## src/design/bfpu_pkg.sv

```systemverilog
// Shared types, constants and the character code function of the bit-field pack and unpack engine.
package bfpu_pkg;

  localparam int BUFFER_BYTES_DEF = 128;
  localparam int WORD_BITS        = 64;
  localparam int START_BITS       = 10;
  localparam int WIDTH_BITS       = 7;
  localparam int CHAR_BITS        = 6;
  localparam int MAX_FIELD_BITS   = 64;

  typedef enum logic [1:0] {
    REQ_WRITE_FIELD = 2'd0,
    REQ_WRITE_CHAR  = 2'd1,
    REQ_READ_U      = 2'd2,
    REQ_READ_S      = 2'd3
  } req_e;

  typedef struct packed {
    logic       bad;
    logic [5:0] code;
  } char_code_t;

  function automatic char_code_t six_bit_code(input logic [7:0] c);
    char_code_t r;
    if ((c >= 8'h20) && (c <= 8'h5F)) begin
      r.bad  = 1'b0;
      r.code = c[5:0];
    end else begin
      r.bad  = 1'b1;
      r.code = 6'd0;
    end
    return r;
  endfunction

endpackage

```

## src/design/bfpu_ram.sv

```systemverilog
// Generic single-write, single-read synchronous RAM with a registered read port.
module bfpu_ram #(
  parameter int WIDTH = 64,
  parameter int DEPTH = 16,
  localparam int AddrW = (DEPTH > 1) ? $clog2(DEPTH) : 1
) (
  input  logic             clk_i,
  input  logic             we_i,
  input  logic [AddrW-1:0] waddr_i,
  input  logic [WIDTH-1:0] wdata_i,
  input  logic             re_i,
  input  logic [AddrW-1:0] raddr_i,
  output logic [WIDTH-1:0] rdata_o
);

  logic [WIDTH-1:0] mem_q [DEPTH];
  logic [WIDTH-1:0] rdata_q;

  always_ff @(posedge clk_i) begin
    if (we_i) begin
      mem_q[waddr_i] <= wdata_i;
    end
    if (re_i) begin
      rdata_q <= mem_q[raddr_i];
    end
  end

  assign rdata_o = rdata_q;

endmodule

```

## src/design/bitfield_pack_unpack_engine.sv

```systemverilog
// Top level of the big-endian bit-field pack and unpack engine.
// The message buffer is held as 64-bit words split over two RAM banks, even words in one and odd
// words in the other, so the two words that a field of up to 64 bits can touch are read together.
// One item at a time occupies the block and passes through its steps: the accepting cycle, the RAM read,
// alignment, then merge, write-back and result load. The block returns to idle, ready for the
// next item, in the same cycle that the result becomes valid. The last step waits
// while an earlier result is still held in the output register and not taken, and a new item is
// accepted while such a result waits. After reset a clearing pass zeroes both banks, and no
// item is accepted during it.
module bitfield_pack_unpack_engine #(
  parameter int BUFFER_BYTES = bfpu_pkg::BUFFER_BYTES_DEF
) (
  input  logic        clk_i,
  input  logic        rst_ni,
  input  logic        s_axis_tvalid,
  output logic        s_axis_tready,
  // [9:0] bit_start, [16:10] field_width, [80:17] write_value, [87:81] zero
  input  logic [87:0] s_axis_tdata,
  // [1:0] req_type
  input  logic [1:0]  s_axis_tuser,
  output logic        m_axis_tvalid,
  input  logic        m_axis_tready,
  // [63:0] read_data
  output logic [63:0] m_axis_tdata,
  // [0] range_error, [1] bad_char
  output logic [1:0]  m_axis_tuser
);

  import bfpu_pkg::*;

  localparam int ROWS       = (BUFFER_BYTES + 7) / 8;
  localparam int BANK_DEPTH = ROWS / 2 + 1;
  localparam int BANK_AW    = (BANK_DEPTH > 1) ? $clog2(BANK_DEPTH) : 1;
  localparam int BUF_BITS   = BUFFER_BYTES * 8;
  localparam int ROW_BITS   = START_BITS - 6;

  typedef enum logic [2:0] {
    S_CLEAR,
    S_IDLE,
    S_READ,
    S_ALIGN,
    S_DONE
  } state_e;

  state_e              state_q, state_d;
  logic [BANK_AW-1:0]  clr_q, clr_d;
  logic                m_valid_q, m_valid_d;
  logic [63:0]         m_data_q, m_data_d;
  logic [1:0]          m_user_q, m_user_d;

  req_e                 req_q;
  logic [START_BITS-1:0] start_q;
  logic [WIDTH_BITS-1:0] width_q;
  logic [63:0]          val_q;
  logic                 rerr_q;
  logic                 bad_q;
  logic [127:0]         cat_q;
  logic [63:0]          shl_q;
  logic [127:0]         mask_q;
  logic [127:0]         ins_q;

  req_e                  in_type;
  logic [START_BITS-1:0] in_start;
  logic [WIDTH_BITS-1:0] in_width;
  logic [63:0]           in_value;
  char_code_t            in_char;
  logic [WIDTH_BITS-1:0] eff_w;
  logic [START_BITS:0]   in_sum;
  logic                  in_rng;
  logic [63:0]           wmask;
  logic [63:0]           val_d;
  logic                  accept;

  logic [ROW_BITS-1:0]   row;
  logic [ROW_BITS:0]     row_up;
  logic [BANK_AW+ROW_BITS-1:0] a0_wide, a1_wide;
  logic [BANK_AW-1:0]    addr0, addr1;
  logic                  we0, re0;
  logic [63:0]           wdata0, wdata1;
  logic [63:0]           rdata0, rdata1;

  logic [127:0]          cat_d;
  logic [127:0]          cat_shl;
  logic [5:0]            offs;
  logic [7:0]            end_bit;
  logic [7:0]            end_rnd;
  logic [127:0]          mask_d;
  logic [127:0]          ins_d;

  logic [63:0]           rd_raw;
  logic [5:0]            sign_idx;
  logic [63:0]           rd_val;
  logic [127:0]          merged;
  logic                  is_read;
  logic                  is_write;
  logic                  out_free;

  assign in_type  = req_e'(s_axis_tuser);
  assign in_start = s_axis_tdata[9:0];
  assign in_width = s_axis_tdata[16:10];
  assign in_value = s_axis_tdata[80:17];
  assign in_char  = six_bit_code(in_value[7:0]);
  assign eff_w    = (in_type == REQ_WRITE_CHAR) ? WIDTH_BITS'(CHAR_BITS) : in_width;
  assign in_sum   = {1'b0, in_start} + (START_BITS + 1)'(eff_w);
  assign in_rng   = (eff_w <= WIDTH_BITS'(MAX_FIELD_BITS)) &&
                    (32'(in_sum) <= 32'(BUF_BITS));
  assign wmask    = (eff_w >= WIDTH_BITS'(MAX_FIELD_BITS)) ? {64{1'b1}} :
                    ~({64{1'b1}} << eff_w);

  always_comb begin
    case (in_type)
      REQ_WRITE_FIELD: val_d = in_value & wmask;
      REQ_WRITE_CHAR:  val_d = {58'd0, in_char.code};
      default:         val_d = 64'd0;
    endcase
  end

  assign accept        = s_axis_tvalid && s_axis_tready;
  assign s_axis_tready = (state_q == S_IDLE);

  assign row     = start_q[START_BITS-1:6];
  assign row_up  = ({1'b0, row} + (ROW_BITS + 1)'(1)) >> 1;
  assign a0_wide = {{BANK_AW{1'b0}}, row_up[ROW_BITS-1:0]};
  assign a1_wide = {{BANK_AW{1'b0}}, 1'b0, row[ROW_BITS-1:1]};

  assign is_read  = (req_q == REQ_READ_U) || (req_q == REQ_READ_S);
  assign is_write = !is_read && !rerr_q;
  assign out_free = !m_valid_q || m_axis_tready;

  assign merged = (cat_q & ~mask_q) | (ins_q & mask_q);

  always_comb begin
    if (state_q == S_CLEAR) begin
      addr0  = clr_q;
      addr1  = clr_q;
      wdata0 = 64'd0;
      wdata1 = 64'd0;
      we0    = 1'b1;
    end else begin
      addr0  = a0_wide[BANK_AW-1:0];
      addr1  = a1_wide[BANK_AW-1:0];
      wdata0 = row[0] ? merged[63:0] : merged[127:64];
      wdata1 = row[0] ? merged[127:64] : merged[63:0];
      we0    = (state_q == S_DONE) && out_free && is_write;
    end
  end

  assign re0 = (state_q == S_READ);

  bfpu_ram #(
    .WIDTH (WORD_BITS),
    .DEPTH (BANK_DEPTH)
  ) u_bank_even (
    .clk_i   (clk_i),
    .we_i    (we0),
    .waddr_i (addr0),
    .wdata_i (wdata0),
    .re_i    (re0),
    .raddr_i (addr0),
    .rdata_o (rdata0)
  );

  bfpu_ram #(
    .WIDTH (WORD_BITS),
    .DEPTH (BANK_DEPTH)
  ) u_bank_odd (
    .clk_i   (clk_i),
    .we_i    (we0),
    .waddr_i (addr1),
    .wdata_i (wdata1),
    .re_i    (re0),
    .raddr_i (addr1),
    .rdata_o (rdata1)
  );

  assign cat_d   = row[0] ? {rdata1, rdata0} : {rdata0, rdata1};
  assign offs    = start_q[5:0];
  assign cat_shl = cat_d << offs;
  assign end_bit = {2'b00, offs} + {1'b0, width_q};
  assign end_rnd = (width_q == '0) ? {2'b00, offs} : ((end_bit + 8'd7) & 8'hF8);
  assign mask_d  = ({128{1'b1}} >> offs) & ~({128{1'b1}} >> end_rnd);
  assign ins_d   = {64'd0, val_q} << (8'd128 - end_bit);

  assign rd_raw   = shl_q >> (WIDTH_BITS'(MAX_FIELD_BITS) - width_q);
  assign sign_idx = 6'(width_q - WIDTH_BITS'(1));

  always_comb begin
    rd_val = rd_raw;
    if ((req_q == REQ_READ_S) && (width_q != '0) && rd_raw[sign_idx]) begin
      rd_val = rd_raw | ({64{1'b1}} << sign_idx);
    end
    if (!is_read || rerr_q) begin
      rd_val = 64'd0;
    end
  end

  always_ff @(posedge clk_i) begin
    if (accept) begin
      req_q   <= in_type;
      start_q <= in_start;
      width_q <= eff_w;
      val_q   <= val_d;
      rerr_q  <= !in_rng;
      bad_q   <= (in_type == REQ_WRITE_CHAR) && in_char.bad;
    end
    if (state_q == S_ALIGN) begin
      cat_q  <= cat_d;
      shl_q  <= cat_shl[127:64];
      mask_q <= mask_d;
      ins_q  <= ins_d;
    end
  end

  always_comb begin
    state_d   = state_q;
    clr_d     = clr_q;
    m_valid_d = m_valid_q;
    m_data_d  = m_data_q;
    m_user_d  = m_user_q;
    if (m_valid_q && m_axis_tready) begin
      m_valid_d = 1'b0;
    end
    unique case (state_q)
      S_CLEAR: begin
        clr_d = clr_q + BANK_AW'(1);
        if (clr_q == BANK_AW'(BANK_DEPTH - 1)) begin
          state_d = S_IDLE;
        end
      end
      S_IDLE: begin
        if (accept) begin
          state_d = S_READ;
        end
      end
      S_READ:  state_d = S_ALIGN;
      S_ALIGN: state_d = S_DONE;
      S_DONE: begin
        if (out_free) begin
          m_valid_d = 1'b1;
          m_data_d  = rd_val;
          m_user_d  = {bad_q, rerr_q};
          state_d   = S_IDLE;
        end
      end
      default: state_d = S_IDLE;
    endcase
  end

  always_ff @(posedge clk_i or negedge rst_ni) begin
    if (!rst_ni) begin
      state_q   <= S_CLEAR;
      clr_q     <= '0;
      m_valid_q <= 1'b0;
      m_data_q  <= 64'd0;
      m_user_q  <= 2'd0;
    end else begin
      state_q   <= state_d;
      clr_q     <= clr_d;
      m_valid_q <= m_valid_d;
      m_data_q  <= m_data_d;
      m_user_q  <= m_user_d;
    end
  end

  assign m_axis_tvalid = m_valid_q;
  assign m_axis_tdata  = m_data_q;
  assign m_axis_tuser  = m_user_q;

endmodule

```

## config.mk

```make
export PLATFORM = sky130hd
export DESIGN_NAME = bitfield_pack_unpack_engine
export DESIGN_NICKNAME = d
export VERILOG_FILES = /design/src/design/bfpu_pkg.sv /design/src/design/bfpu_ram.sv /design/src/design/bitfield_pack_unpack_engine.sv
export SDC_FILE = /design/constraint.sdc
export NUM_CORES = 2
export LEC_CHECK = 0
export BUFFER_PORTS_ARGS = -buffer_cell sky130_fd_sc_hd__buf_2
export CORE_MARGIN = 2
export CORE_UTILIZATION = 64
export DETAILED_ROUTE_END_ITERATION = 10
export PLACE_DENSITY = 0.89
export RECOVER_POWER = 50
export SETUP_SLACK_MARGIN = 0.15
export SKIP_LAST_GASP = 1
export SYNTH_ARGS = -nofsm -noshare
export SYNTH_HDL_FRONTEND = slang
export SYNTH_HIERARCHICAL = 1
export SYNTH_SLANG_ARGS = --single-unit
```

## constraint.sdc

```tcl
create_clock -name clk_i -period 16.2 [get_ports clk_i]
set_input_delay 0.81 -clock clk_i [delete_from_list [all_inputs] [get_ports clk_i]]
set_output_delay 0.81 -clock clk_i [all_outputs]
set_load 0.01 [all_outputs]
```

## Word-level counts from Yosys, hierarchy flattened

Memory sizes are Yosys's and may differ from the RTL's. A register that Yosys moved wholly into a read port is not among the register bits.
Cells that the tools add are included.

- Bits in registers: 607
- Memory bits (read-only): 0
- Logic and storage cells: 107
- Memories: 2
- Output and inout bits: 68
- Bits in latches: 0
- RAM bits: 1152

- Reductions and logical operators: 23
- Order comparisons: 6
- Shift-type cells: 7
- Equal/unequal tests: 11
- $mul: 0
- Divide/modulo/power cells: 0
- Multiplexer cells: 26
- Add/sub/neg operators: 8
- Bitwise operators: 9

Memory list:

| name | words | bits a word | rd ports | clocked after Yosys merged registers in | wr ports | line | text |
|---|---|---|---|---|---|---|---|
| u_bank_even.mem_q | 9 | 64 | 1 | 1 | 1 | bfpu_ram.sv:16 | `logic [WIDTH-1:0] mem_q [DEPTH];` |
| u_bank_odd.mem_q | 9 | 64 | 1 | 1 | 1 | bfpu_ram.sv:16 |  |

Operators by type and width:

| operator | count |
|---|---|
| two-way mux 64 bit | 7 |
| AND 128 bit | 3 |
| inverter 128 bit | 2 |
| two-way mux 128 bit | 1 |
| bitwise OR 128 bit | 1 |
| case mux 64 bit (2 select lines) | 1 |
| left shift 128 x 6 -> 128 bit | 1 |
| left shift 64 x 8 -> 128 bit | 1 |
| right shift 128 x 6 -> 128 bit, first input constant | 1 |
| right shift 128 x 8 -> 128 bit, first input constant | 1 |
| AND 64 bit | 1 |
| inverter 64 bit | 1 |
| bitwise OR 64 bit | 1 |
| left shift 64 x 6 -> 64 bit, first input constant | 1 |
| left shift 64 x 7 -> 64 bit, first input constant | 1 |
| right shift 64 x 7 -> 64 bit | 1 |
| case mux 3 bit (5 select lines) | 1 |
| two-way mux 7 bit | 2 |
| adder 10 x 7 -> 11 bit | 1 |
| <= comparator 11 bit, second input constant | 1 |
| logical AND 1 bit | 10 |
| two-way mux 3 bit | 3 |
| adder 6 x 7 -> 8 bit | 1 |
| adder 8 x 3 -> 8 bit, second input constant | 1 |
| 30 further kinds | 45 |

## Longest topological paths before layout

- Word-level depth: 8
- Gate-level depth with buffers: 23

## Modules after synthesis

Netlist, hierarchy kept.

Modules (own cells, without submodules):

| module | seq. area each (µm²) | area an instance (µm²) | instances | cells an instance |
|---|---|---|---|---|
| bitfield_pack_unpack_engine | 17857.1 | 45632.5 | 1 | 4469 |
| bfpu_ram at u_bank_odd | 19218.4 | 24552.3 | 1 | 1240 |
| bfpu_ram at u_bank_even | 19218.4 | 24549.8 | 1 | 1240 |

## Worst setup path after synthesis

OpenSTA, ideal clock, no wires.

- Path type: register -> register
- From: reg state_q[0]
- To: reg cat_q[0], enable pin
- Clock period less this slack: 11653 ps
- Buffers on the path: 0
- Data required time: 15328 ps
- Slack: 4547 ps
- Stages on the path, launching flop included: 3
- Data arrival time: 10781 ps
- Path through: dfrtp_1 > nor2b_1 > and2_1

- Word-level cells in the longest chain between the ends: 1

Ends and longest elaborated chain:

| element | line | text |
|---|---|---|
| from (decl) | bitfield_pack_unpack_engine.sv:45 | `state_e state_q, state_d;` |
| from (signal assigned) | bitfield_pack_unpack_engine.sv:257 | `state_q <= state_d;` |
| == test 3 x 2 -> 1 bit | bitfield_pack_unpack_engine.sv:206 | `if (state_q == S_ALIGN) begin` |
| to (signal assigned) | bitfield_pack_unpack_engine.sv:207 | `cat_q <= cat_d;` |
| to (decl) | bitfield_pack_unpack_engine.sv:57 | `logic [127:0] cat_q;` |

No other way between the ends.
A chain may end at the register's enable or synchronous reset.

## Worst setup path in the final report

- From: reg start_q[6]
- To: mem u_bank_even.mem_q[5][36], data pin

- Word-level cells in the longest chain between the ends: 2

Ends and longest elaborated chain:

| element | line | text |
|---|---|---|
| from (decl) | bitfield_pack_unpack_engine.sv:52 | `logic [START_BITS-1:0] start_q;` |
| from (signal assigned) | bitfield_pack_unpack_engine.sv:200 | `start_q <= in_start;` |
| two-way mux 64 bit | bitfield_pack_unpack_engine.sv:142 | `wdata0 = row[0] ? merged[63:0] : merged[127:64];` |
| two-way mux 64 bit | bitfield_pack_unpack_engine.sv:133 | `if (state_q == S_CLEAR) begin` |
| net wdata0[36] | bitfield_pack_unpack_engine.sv:79 | `logic [63:0] wdata0, wdata1;` |
| to (decl) | bfpu_ram.sv:16 |  |

The timed path passes the listed nets, and every way through them passes these cells.

==> metrics.log <==
INFO  metric yosys-top-cells-count = 1,813 x sky130_fd_sc_hd__edfxtp_1, 683 x sky130_fd_sc_hd__nand2_1, 634 x sky130_fd_sc_hd__mux2i_1
INFO  metric core_area = 147,000 um^2
INFO  metric detail-route-antenna-nets = 0
INFO  metric cts_sinks = 1,887
INFO  metric cts.path.max_buffers = 3
INFO  metric i_o_pin_count = 162
INFO  metric timing.critical_path.required = 16,740 ps
INFO  metric dieArea = 151,000 um^2
INFO  metric timing_hold_violations_final = 0
INFO  metric post-dp-hpwl = 209 mm
INFO  metric die_x = 389 um
INFO  metric drt_iter0_markers = 11,200
INFO  metric worst_setup_path_end_kind = flip-flop
INFO  metric cp_data_arrival_time = 9380 ps
INFO  metric post-synth-top-count-cell = sky130_fd_sc_hd__edfxtp_1
INFO  metric cts_tree = yes
INFO  metric cts-htree-levels = 4
INFO  metric gr-usage-all-layers = 40.7%
INFO  metric status = finished with violations
INFO  metric cells_resized_by_post_cts_repair = 0
INFO  metric synth_seq_cells = 1,887
INFO  metric ys_async_sr_fraction = 3.92%
INFO  metric routed_wire_length_per_instance = 34.7 um
INFO  metric path_class = flip-flop to flip-flop
INFO  metric synth_top_cells_by_area = sky130_fd_sc_hd__edfxtp_1 57%, sky130_fd_sc_hd__mux2i_1 6.7%, sky130_fd_sc_hd__mux4_2 5.8%
INFO  metric synth-edff-count = 1,813
INFO  metric ys.flop_type = sky130_fd_sc_hd__edfxtp_1
INFO  metric synth.net_count = 7,067
INFO  metric p_leak = 35.5 nW
INFO  metric setup_tns = 0 ps
INFO  metric via_count_of_the_first_global_routing_pass = 62,600
INFO  metric fraction_of_synthesized_cell_area_taken_by_the_top_area_cell_type = 57.5%
INFO  metric layout_worst_path_cycle_share = 54.6%
INFO  metric slew_viol_final = 1,398
INFO  metric final.fill_count = 9,526
INFO  metric drc_errors = 0
INFO  metric floorplan.rows = 141
INFO  metric buffer_ports.inserted = 154
INFO  metric antenna_found_initial = 19
INFO  metric fmax = 113 MHz
INFO  metric synth_seq_area_share = 59.4%
INFO  metric clkLatencyLatePin = 850 ps
INFO  metric routed-via-count = 65,800
INFO  metric global_route_wire_length_before_repair = 441 mm
INFO  metric final_nets = 7,009
INFO  metric finalWeightedCongestion = 1.06
INFO  metric period_needed = 8840 ps
INFO  metric global_route.overflow_total = 0
INFO  metric initial_drt_pass_iterations = 7
INFO  metric tritoncts.num_buffers = 181
INFO  metric power.density = 249 nW/um^2
INFO  metric synthesis.instances = 6,949
INFO  metric clkTransAtPathRegs = 60 ps
INFO  metric fin_worst_skew = 73.1 ps
INFO  metric synthDominantAreaCellType = sky130_fd_sc_hd__edfxtp_1
INFO  metric setup_viol = 0
INFO  metric cts-hold-fix-buffers = 0
INFO  metric maxCapViolations = 33
INFO  metric final_core_utilization = 69.5%
INFO  metric cts_root_buffer = sky130_fd_sc_hd__clkbuf_16
INFO  metric worst-slew-pin-transition = 4370 ps
INFO  metric violations = capacitance limit, slew limit
INFO  metric syn-mean-instance-area = 13.6 um^2
INFO  metric rsz0062_at_grt = false
INFO  metric maximum_number_of_pins_on_one_net_before_global_route_repair = 161
INFO  metric routed_wirelength = 311 mm
INFO  metric chipHeight = 389 um
INFO  metric setup.worst_path.start_class = flip-flop
INFO  metric fraction_of_layout_instances_using_a_drive_strength_above_1 = 16.7%
INFO  metric synthesis.area = 94,700 um^2
INFO  metric synth_warnings = 6
INFO  metric worst-path-max-fanout = 74
INFO  metric growth_of_design_area_from_synthesis_to_finish = 8.12%
INFO  metric yosysUniqueCellTypes = 94
INFO  metric initial_utilization = 64.3%
INFO  metric postCtsSetupRepairBufs = 0
INFO  metric min_path_type = input pin to flip-flop
INFO  metric timing.slew.headroom = -191%
INFO  metric ir_drop = 197 uV
INFO  metric post_drt_via_cell_ratio = 7.33
## state kept, by name, indices dropped and copies added, names as in the netlist, 10 cells and up
name	count
u_bank_odd/rdata_o	64
start_q	10
mask_q	128
shl_q	64
u_bank_odd/mem_q	576
u_bank_even/rdata_o	64
u_bank_even/mem_q	576
m_axis_tdata	64
val_q	64
cat_q	128
ins_q	128
## path summary, 6_finish.rpt
check / from / to / slack, ps / depth (start not counted)
worst max-delay path: start_q[6] / u_bank_even/mem_q[5][36] / 7360 / 6
worst min-delay path: s_axis_tdata[2] / start_q[2] / 230 / 1
worst max register to register: start_q[6] / u_bank_even/mem_q[5][36] / 7360 / 6
worst min register to register: bad_q / m_axis_tuser[1] / 490 / 1
max in group asynchronous: rst_ni / m_axis_tdata[31] / 12480 / 1
min in group asynchronous: rst_ni / m_axis_tdata[15] / 1420 / 1
## power by group
part	internal [mW]	leakage (nW)	switching, mW
logic	4.05	15.0	8.77
registers	7.67	17.6	0.651
clock network	2.42	2.88	1.91
## cell usage in the layout (no fill, tap or decap), types with 41 or more instances in the layout
| master | Yosys | layout |
|---|---|---|
| sky130_fd_sc_hd__nand2b_1 | 43 | 41 |
| sky130_fd_sc_hd__o211ai_1 | 78 | 78 |
| sky130_fd_sc_hd__o311a_1 | 135 | 135 |
| sky130_fd_sc_hd__mux2_2 | 453 | 330 |
| sky130_fd_sc_hd__mux4_2 | 243 | 243 |
| sky130_fd_sc_hd__o31ai_2 | 134 | 115 |
| sky130_fd_sc_hd__edfxtp_1 | 1813 | 1813 |
| sky130_fd_sc_hd__inv_1 | 48 | 47 |
| sky130_fd_sc_hd__nor2_1 | 419 | 416 |
| sky130_fd_sc_hd__a22o_1 | 130 | 130 |
| sky130_fd_sc_hd__clkbuf_1 | 338 | 154 |
| sky130_fd_sc_hd__buf_4 | 19 | 97 |
| sky130_fd_sc_hd__a31oi_1 | 42 | 42 |
| sky130_fd_sc_hd__mux2i_1 | 634 | 634 |
| sky130_fd_sc_hd__mux2_1 | 0 | 123 |
| sky130_fd_sc_hd__buf_2 | 41 | 73 |
| sky130_fd_sc_hd__o22ai_1 | 190 | 190 |
| sky130_fd_sc_hd__nor2b_1 | 81 | 79 |
| sky130_fd_sc_hd__dfrtp_1 | 74 | 74 |
| sky130_fd_sc_hd__nor3_1 | 54 | 53 |
| sky130_fd_sc_hd__o21ai_0 | 323 | 322 |
| sky130_fd_sc_hd__a21oi_1 | 216 | 216 |
| sky130_fd_sc_hd__clkbuf_16 | 0 | 182 |
| sky130_fd_sc_hd__nand3_1 | 90 | 90 |
| sky130_fd_sc_hd__and2_1 | 90 | 78 |
| sky130_fd_sc_hd__clkinv_1 | 8 | 44 |
| sky130_fd_sc_hd__nand2_1 | 683 | 679 |
## kinds of logic (layout without fill, tap and decap cells)
family,after synthesis,count (layout),synth area share (%)
compound gates,1509,1509,11.7
xor+xnor,32,32,0.310
fa+ha+maj,24,24,0.333
buf+inv,590,678,3.01
flops,1887,1887,59.4
mux,1330,1330,17.9
other cells,0,12,0
simple gates,1577,1577,7.42
## worst max-delay path: stages, from the launching register on
cell,delay (ps)
sky130_fd_sc_hd__edfxtp_1,760
sky130_fd_sc_hd__clkbuf_1,2340
sky130_fd_sc_hd__clkbuf_1,2740
sky130_fd_sc_hd__inv_4,1070
sky130_fd_sc_hd__buf_4,710
sky130_fd_sc_hd__nand2_1,160
sky130_fd_sc_hd__o311a_1,620
## per-layer routing
layer  routed length (um)  global-route usage, %  up-vias
met5                  221                      0        -
met4                17100                   19.2       10
met3                44800                   12.5      846
met2               139000                   60.8     5047
met1               110000                   54.8    32900
li1                     -                      -    27100
## per-stage QoR
step,std cells,power [mW],hold slack [ps],instance area (um^2),setup slack [ps]
after floorplan,6949,16.4,455,94700,4550
final,8979,25.5,234,102000,7360
after detailed placement,8638,20.6,482,96800,9840
after global placement,8638,20.2,466,96800,9880
after global routing,8967,26.1,229,102000,6990
after CTS,8967,25.0,180,103000,9800
## cell type report
class / instances / area, um^2 / area share (%)
Inverter: 58 / 223 / 0.217
Clock inverter: 105 / 1300 / 1.27
Sequential cell: 1887 / 56300 / 55.0
Antenna cell: 12 / 30.0 / 0.0293
Multi-Input combinational cell: 4472 / 35800 / 34.9
Timing Repair Buffer: 291 / 1660 / 1.62
Clock buffer: 224 / 4730 / 4.62
Tap cell: 1930 / 2410 / 2.36
Power figures use the tool's default switching activity.
